`src/rtl/tlbpt_pkg.sv`:
```
// ----------------------------------------------------------------------------
// tlbpt_pkg
// Shared constants, types and state codes for the page table translator.
// ----------------------------------------------------------------------------
`default_nettype none

package tlbpt_pkg;

   localparam int ADDR_BITS    = 16;
   localparam int COUNT_BITS   = 16;
   localparam int PAGE_COUNT   = 256;
   localparam int FRAME_BYTES  = 256;
   localparam int TLB_ENTRIES  = 16;

   localparam int OFFSET_BITS  = $clog2(FRAME_BYTES);
   localparam int PAGE_BITS    = $clog2(PAGE_COUNT);
   localparam int FRAME_BITS   = PAGE_BITS;
   localparam int TLB_IDX_BITS = $clog2(TLB_ENTRIES);

   typedef logic [PAGE_BITS-1:0]   page_type;
   typedef logic [FRAME_BITS-1:0]  frame_type;
   typedef logic [OFFSET_BITS-1:0] offset_type;
   typedef logic [COUNT_BITS-1:0]  count_type;

   typedef enum logic {
      ST_IDLE,
      ST_LOOKUP
   } state_type;

   typedef struct packed {
      logic      hit;
      frame_type frame;
   } tlb_result_type;

   typedef struct packed {
      logic      en;
      page_type  page;
      frame_type frame;
   } tlb_fill_type;

endpackage

`default_nettype wire

```
`src/rtl/tlb_page_table_translator.sv`:
```
// ----------------------------------------------------------------------------
// tlb_page_table_translator
// Logical to physical translation: TLB lookup, page map on miss, sequential
// frame allocation on an unmapped page, FIFO refill of the TLB.
//
//  channel   ports                       direction  handshake
//  request   req_logical_address         in         start & !busy
//  response  rsp_* (six fields)          out        rsp_valid, one cycle
//
//  Each word has an accept cycle, which issues the page map read, and a
//  lookup cycle, which uses its registered data and writes back.
//  busy is high in the lookup cycle only; the response shows in the cycle after it,
//  while the next word may already be taken.
//  Reset clears the TLB valid bits, the page map valid bits, counters and
//  the free frame pointer at once; no clearing pass.
//  The receiver cannot stall; nothing is held back.
// ----------------------------------------------------------------------------
`default_nettype none

module tlb_page_table_translator
   import tlbpt_pkg::*;
(
   input  wire logic                  clock,
   input  wire logic                  reset,
   input  wire logic                  start,
   output logic                       busy,
   input  wire logic [ADDR_BITS-1:0]  req_logical_address,
   output logic                       rsp_valid,
   output logic [ADDR_BITS-1:0]       rsp_physical_address,
   output logic                       rsp_tlb_hit,
   output logic                       rsp_page_fault,
   output logic                       rsp_out_of_frames,
   output count_type                  rsp_hit_total,
   output count_type                  rsp_fault_total
);

   state_type              state_ff, state_in;
   page_type               page_ff, page_in;
   offset_type             offset_ff, offset_in;
   logic [PAGE_COUNT-1:0]  map_valid_ff, map_valid_in;
   logic [PAGE_BITS:0]     next_free_ff, next_free_in;
   count_type              hit_cnt_ff, hit_cnt_in;
   count_type              fault_cnt_ff, fault_cnt_in;
   frame_type              map_rd_ff;
   frame_type              map_frame_mem [PAGE_COUNT];

   logic                   rsp_valid_ff, rsp_valid_in;
   logic [ADDR_BITS-1:0]   rsp_phys_ff, rsp_phys_in;
   logic                   rsp_hit_ff, rsp_hit_in;
   logic                   rsp_fault_ff, rsp_fault_in;
   logic                   rsp_oof_ff, rsp_oof_in;

   page_type               req_page;
   logic                   accept;
   logic                   map_wr_en;
   logic                   mapped;
   logic                   exhausted;
   frame_type              frame;
   tlb_fill_type           fill;
   tlb_result_type         tlb_res;

   assign req_page = req_logical_address[OFFSET_BITS +: PAGE_BITS];
   assign busy     = (state_ff == ST_LOOKUP);
   assign accept   = start && !busy;

   tlbpt_tlb u_tlb (
      .clock       (clock),
      .reset       (reset),
      .lookup_page (page_ff),
      .fill        (fill),
      .result      (tlb_res)
   );

   always_ff @(posedge clock) begin
      if (reset) begin
         state_ff     <= ST_IDLE;
         map_valid_ff <= '0;
         next_free_ff <= '0;
         hit_cnt_ff   <= '0;
         fault_cnt_ff <= '0;
         rsp_valid_ff <= 1'b0;
      end else begin
         state_ff     <= state_in;
         map_valid_ff <= map_valid_in;
         next_free_ff <= next_free_in;
         hit_cnt_ff   <= hit_cnt_in;
         fault_cnt_ff <= fault_cnt_in;
         rsp_valid_ff <= rsp_valid_in;
      end
   end

   always_ff @(posedge clock) begin
      page_ff     <= page_in;
      offset_ff   <= offset_in;
      rsp_phys_ff <= rsp_phys_in;
      rsp_hit_ff  <= rsp_hit_in;
      rsp_fault_ff <= rsp_fault_in;
      rsp_oof_ff  <= rsp_oof_in;
   end

   // page map: one read port, one write port
   always_ff @(posedge clock) begin
      if (accept) begin
         map_rd_ff <= map_frame_mem[req_page];
      end
      if (map_wr_en) begin
         map_frame_mem[page_ff] <= next_free_ff[FRAME_BITS-1:0];
      end
   end

   always_comb begin
      mapped    = map_valid_ff[page_ff];
      exhausted = !tlb_res.hit && !mapped && next_free_ff[PAGE_BITS];
      if (tlb_res.hit) begin
         frame = tlb_res.frame;
      end else if (mapped) begin
         frame = map_rd_ff;
      end else begin
         frame = next_free_ff[FRAME_BITS-1:0];
      end
   end

   always_comb begin
      state_in     = state_ff;
      page_in      = page_ff;
      offset_in    = offset_ff;
      map_valid_in = map_valid_ff;
      next_free_in = next_free_ff;
      hit_cnt_in   = hit_cnt_ff;
      fault_cnt_in = fault_cnt_ff;
      rsp_valid_in = 1'b0;
      rsp_phys_in  = rsp_phys_ff;
      rsp_hit_in   = rsp_hit_ff;
      rsp_fault_in = rsp_fault_ff;
      rsp_oof_in   = rsp_oof_ff;
      map_wr_en    = 1'b0;
      fill         = '0;
      unique case (state_ff)
         ST_IDLE: begin
            if (start) begin
               page_in   = req_page;
               offset_in = req_logical_address[OFFSET_BITS-1:0];
               state_in  = ST_LOOKUP;
            end
         end
         ST_LOOKUP: begin
            state_in     = ST_IDLE;
            rsp_valid_in = 1'b1;
            rsp_hit_in   = tlb_res.hit;
            rsp_oof_in   = exhausted;
            rsp_fault_in = !tlb_res.hit && !mapped && !exhausted;
            rsp_phys_in  = exhausted ? '0 : ADDR_BITS'({frame, offset_ff});
            if (tlb_res.hit) begin
               if (hit_cnt_ff != '1) begin
                  hit_cnt_in = hit_cnt_ff + 1'b1;
               end
            end else if (!exhausted) begin
               fill.en    = 1'b1;
               fill.page  = page_ff;
               fill.frame = frame;
               if (!mapped) begin
                  map_wr_en             = 1'b1;
                  map_valid_in[page_ff] = 1'b1;
                  next_free_in          = next_free_ff + 1'b1;
                  if (fault_cnt_ff != '1) begin
                     fault_cnt_in = fault_cnt_ff + 1'b1;
                  end
               end
            end
         end
         default: begin
            state_in = ST_IDLE;
         end
      endcase
   end

   assign rsp_valid            = rsp_valid_ff;
   assign rsp_physical_address = rsp_phys_ff;
   assign rsp_tlb_hit          = rsp_hit_ff;
   assign rsp_page_fault       = rsp_fault_ff;
   assign rsp_out_of_frames    = rsp_oof_ff;
   assign rsp_hit_total        = hit_cnt_ff;
   assign rsp_fault_total      = fault_cnt_ff;

`ifndef SYNTH
   a_lookup_responds: assert property (@(posedge clock) disable iff (reset)
      busy && !reset |=> rsp_valid)
      else $error("lookup cycle without response");

   a_flags_exclusive: assert property (@(posedge clock) disable iff (reset)
      rsp_valid |-> $onehot0({rsp_tlb_hit, rsp_page_fault, rsp_out_of_frames}))
      else $error("more than one outcome flag");

   a_frames_match_map: assert property (@(posedge clock) disable iff (reset)
      $countones(map_valid_ff) == int'(next_free_ff))
      else $error("allocated frames differ from mapped pages");

   a_free_monotonic: assert property (@(posedge clock) disable iff (reset)
      !reset |=> next_free_ff >= $past(next_free_ff))
      else $error("free frame pointer moved back");

   a_no_alloc_on_hit: assert property (@(posedge clock) disable iff (reset)
      busy && tlb_res.hit |=> $stable(next_free_ff) && $stable(map_valid_ff))
      else $error("page map changed on a TLB hit");
`endif

endmodule

`default_nettype wire

```
`src/rtl/tlbpt_tlb.sv`:
```
// ----------------------------------------------------------------------------
// tlbpt_tlb
// Fully associative TLB, lowest matching entry wins, FIFO replacement.
// ----------------------------------------------------------------------------
`default_nettype none

module tlbpt_tlb
   import tlbpt_pkg::*;
(
   input  wire logic           clock,
   input  wire logic           reset,
   input  wire page_type       lookup_page,
   input  wire tlb_fill_type   fill,
   output tlb_result_type      result
);

   page_type                 tag_ff   [TLB_ENTRIES];
   frame_type                frame_ff [TLB_ENTRIES];
   logic [TLB_ENTRIES-1:0]   valid_ff;
   logic [TLB_IDX_BITS-1:0]  ptr_ff;
   logic [TLB_IDX_BITS-1:0]  ptr_in;

   assign ptr_in = ptr_ff + 1'b1;

   always_comb begin
      result.hit   = 1'b0;
      result.frame = '0;
      for (int i = TLB_ENTRIES - 1; i >= 0; i--) begin
         if (valid_ff[i] && (tag_ff[i] == lookup_page)) begin
            result.hit   = 1'b1;
            result.frame = frame_ff[i];
         end
      end
   end

   always_ff @(posedge clock) begin
      if (reset) begin
         valid_ff <= '0;
         ptr_ff   <= '0;
      end else if (fill.en) begin
         valid_ff[ptr_ff] <= 1'b1;
         ptr_ff           <= ptr_in;
      end
   end

   always_ff @(posedge clock) begin
      if (fill.en) begin
         tag_ff[ptr_ff]   <= fill.page;
         frame_ff[ptr_ff] <= fill.frame;
      end
   end

endmodule

`default_nettype wire

```
`config.mk`:
```
export PLATFORM = sky130hd
export DESIGN_NAME = tlb_page_table_translator
export DESIGN_NICKNAME = d
export VERILOG_FILES = /design/src/rtl/tlbpt_pkg.sv /design/src/rtl/tlb_page_table_translator.sv /design/src/rtl/tlbpt_tlb.sv
export SDC_FILE = /design/constraint.sdc
export NUM_CORES = 2
export LEC_CHECK = 0
export BUFFER_PORTS_ARGS = -buffer_cell sky130_fd_sc_hd__buf_2
export CORE_MARGIN = 8
export CORE_UTILIZATION = 29
export CTS_BUF_LIST = sky130_fd_sc_hd__clkbuf_8
export DETAILED_ROUTE_END_ITERATION = 6
export PLACE_DENSITY = 0.41
export RECOVER_POWER = 100
export SYNTH_ARGS = -nofsm -noshare
export SYNTH_HDL_FRONTEND = slang
export SYNTH_SLANG_ARGS = --single-unit
```
`constraint.sdc`:
```
create_clock -name clock -period 6.4 [get_ports clock]
set_clock_uncertainty 0.2 [all_clocks]
set_input_delay 0.32 -clock clock [delete_from_list [all_inputs] [get_ports clock]]
set_output_delay 0.32 -clock clock [all_outputs]
set_load 0.005 [all_outputs]
```
==> impl_metrics.tcl <==
set metrics [dict create \
    syn_inst 5485 \
    grt_max_degree 214 \
    final_cell_mix "2347 x edfxtp_1, 738 x mux4_2, 476 x clkbuf_8" \
    initial_utilization 0.291 \
    hold_ws_ns 0.209 \
    hold_viol 0 \
    synth_simple_gate_area_share 0.0477 \
    hold_path.class "primary input to flip-flop" \
    ff2ff_setup_slack_ns 0.54 \
    startpoint_type "primary input" \
    p_sw_frac 0.232 \
    synth_xor_xnor_area_share 0.0128 \
    synth_nets 5511 \
    portBuffers 71 \
    setup_viol 0 \
    ys_types 65 \
    final.period_utilization 0.940 \
    path_class "primary input to flip-flop" \
    synthMuxAreaShare 0.163 \
    grt_pass1_wl_mm 439 \
    synth_fa_ha_area_frac 0.000838 \
    tightest_slew_ns 4.12 \
    insertion_delay_ns 1.07 \
    maxCapViolCount 27 \
    tritoncts_num_sinks 2666 \
    relSlewSlack -1.75 \
    antenna_found_initial 17 \
    peakVddDrop_mv 0.155 \
    mostFrequentLayoutCell "edfxtp_1" \
    drtIter0Drc 4828 \
    ys_ff_latch 2666 \
    vias 54747 \
    hpwl_mm 195 \
    root_buffer "clkbuf_8" \
    cp_max_fo 36 \
    fin_crit_ns 6.01 \
    drive_above_1_share 0.237 \
    place_congestion 0.762 \
    cts_buffers 455 \
    cts_hold_buf 29 \
    synthFlopType "edfxtp_1" \
    grt-ovfl-total 0 \
    setup-tns-final_ns 0 \
    setup_slack_ns 0.386 \
    io_pins 72 \
    power_frac_comb 0.044 \
    grt_usage 0.158 \
    cts.reportedPaths.clkPinSlew_ns 0.07 \
    violations "max-capacitance violations, max-slew violations" \
    syn2layout_area_growth_pct 15.0 \
    cts_tree "done" \
    core-area_um2 359000 \
    ant_nets 0 \
    grt_pass1_vias 56335 \
    avgSynthCellArea_um2 19.1 \
    utilization 0.335 \
    routed_wl_mm 309 \
    dr.pass1.iters 6 \
    max-clock-path-buffers 4 \
    wl_per_cell_um 27.6 \
    dp_slack_ns 0.789 \
    pwr-share-clk 0.420 \
    synth-compound-area-share 0.0244 \
    synth_top_family_by_area "multiplexers" \
    arrival_ns 6.58 \
    fillers 34365 \
    ctsHtreeMaxLevel 5 \
    postCtsSetupRepairBufs 0 \
    avgViaCountPerCell 4.90 \
    yosys_warnings 0 \
    nets 6032 \
    num_rows 220 \
    die-area_um2 380000 \
    end_kind "flip-flop" \
    leakagePower_uw 0.0376 \
    drc 0 \
    seq_area_frac_synth 0.735 \
    fmax_mhz 166 \
    p_seq_frac 0.537 \
    power_density_nw_per_um2 291 \
    ctsResizeCount 0 \
    synth_edf_count 2347 \
    syn_area_um2 105000 \
    status "finished, violations left" \
    p_sw_uw 8110 \
    required_ns 6.97 \
    die_x_um 616 \
    async_flop_share 0 \
    p_int_uw 26900 \
    slew_viol_final 1727 \
    rsz0062_at_grt "false" \
    die_y_um 616 \
]
## final timing paths
path | start | endpoint | cells past startpoint
max | req_logical_address[12] | map_rd_ff[1] | 6
min | req_logical_address[10] | page_ff[2] | 3
max reg2reg | page_ff[6] | map_frame_mem[229][7] | 12
min reg2reg | map_valid_ff[226] | map_valid_ff[226] | 2
## critical path, cell delays in order
cell,delay (ns)
dlygate4sd3_1,0.53
clkbuf_1,2.43
clkbuf_2,1.29
mux4_2,0.53
mux4_2,0.66
mux4_2,0.63
## synth_stat cells, types with 4 or more instances
master / n / area [µm²]
edfxtp_1: 2347 / 70500
mux4_2: 738 / 16600
nor2_1: 472 / 1770
dfxtp_1: 319 / 6390
a21oi_1: 278 / 1390
nor3_1: 266 / 1330
clkbuf_1: 214 / 803
nand2_1: 142 / 533
xnor2_1: 118 / 1030
buf_1: 67 / 251
nand3_1: 41 / 205
nand4_1: 38 / 238
xor2_1: 35 / 307
mux2i_1: 32 / 320
buf_2: 31 / 155
nor2b_1: 30 / 188
buf_6: 27 / 304
o21ai_0: 27 / 135
nand2b_1: 25 / 156
a221oi_1: 22 / 193
a22oi_1: 20 / 150
a31oi_1: 16 / 100
and3_1: 15 / 93.8
and2_1: 14 / 87.6
inv_1: 13 / 48.8
mux2_2: 12 / 135
a211oi_1: 8 / 60.1
o22ai_1: 8 / 50.1
a31o_2: 7 / 61.3
ha_1: 7 / 87.6
or3_1: 7 / 43.8
nor3b_1: 6 / 45.0
nor4_1: 6 / 37.5
o221ai_1: 6 / 52.6
nand3b_1: 5 / 37.5
o31a_1: 5 / 43.8
a211o_1: 4 / 35.0
a21o_1: 4 / 30.0
and4_1: 4 / 35.0
buf_4: 4 / 30.0
nor4_4: 4 / 85.1
or2_2: 4 / 25.0
## power by group through the flow
stage / Combinational (µW) / Clock, µW / Sequential (µW)
global route: 1610 / 15900 / 18800
CTS: 1580 / 15200 / 18800
floorplan: 900 / 0 / 19200
finish: 1530 / 14700 / 18800
detailed placement: 1560 / 0 / 19100
global placement: 1570 / 0 / 19100
## flip-flops by register name (all words and copies together) (netlist names), 4 cells and up
| signal | flops |
|---|---|
| u_tlb.ptr_ff | 4 |
| u_tlb.tag_ff | 128 |
| next_free_ff | 9 |
| map_valid_ff | 256 |
| rsp_fault_total | 16 |
| rsp_hit_total | 16 |
| map_frame_mem | 2048 |
| rsp_physical_address | 16 |
| offset_ff | 8 |
| u_tlb.valid_ff | 16 |
| page_ff | 8 |
| u_tlb.frame_ff | 128 |
| map_rd_ff | 8 |
## layout make-up
cell class	count	area [µm²]	area share
tap	4773	5970	0.0497
timing repair buffer	407	2590	0.0216
inverter	15	56.3	0.000468
clock inverter	367	2050	0.0171
antenna	8	20.0	0.000167
sequential	2666	76900	0.640
multi-input combinational	2461	26100	0.217
clock buffer	476	6550	0.0545
## cell families (layout without fill, tap and decap cells)
kind of cell    Yosys count  in the layout
fa+ha+maj                 7              7
buf+inv                 358           1265
xor+xnor                153            153
flops                  2666           2666
other cells               0              8
simple gates           1087           1087
compound gates          432            432
mux                     782            782
## stage by stage
step	power, µW	area, µm²	cells
final	35000	120000	11173
after detailed placement	20700	112000	10292
after global placement	20700	112000	10292
after CTS	35600	121000	11164
after floorplan	20100	105000	5485
after global routing	36300	120000	11169
## layer usage
metal | part of all wire | GRT usage
met2 | 0.45 | 0.241
met5 | 0.000042 | 0
met1 | 0.48 | 0.235
met3 | 0.052 | 0.0275
met4 | 0.021 | 0.0347
Note: power is estimated with default switching activity, not from simulation.
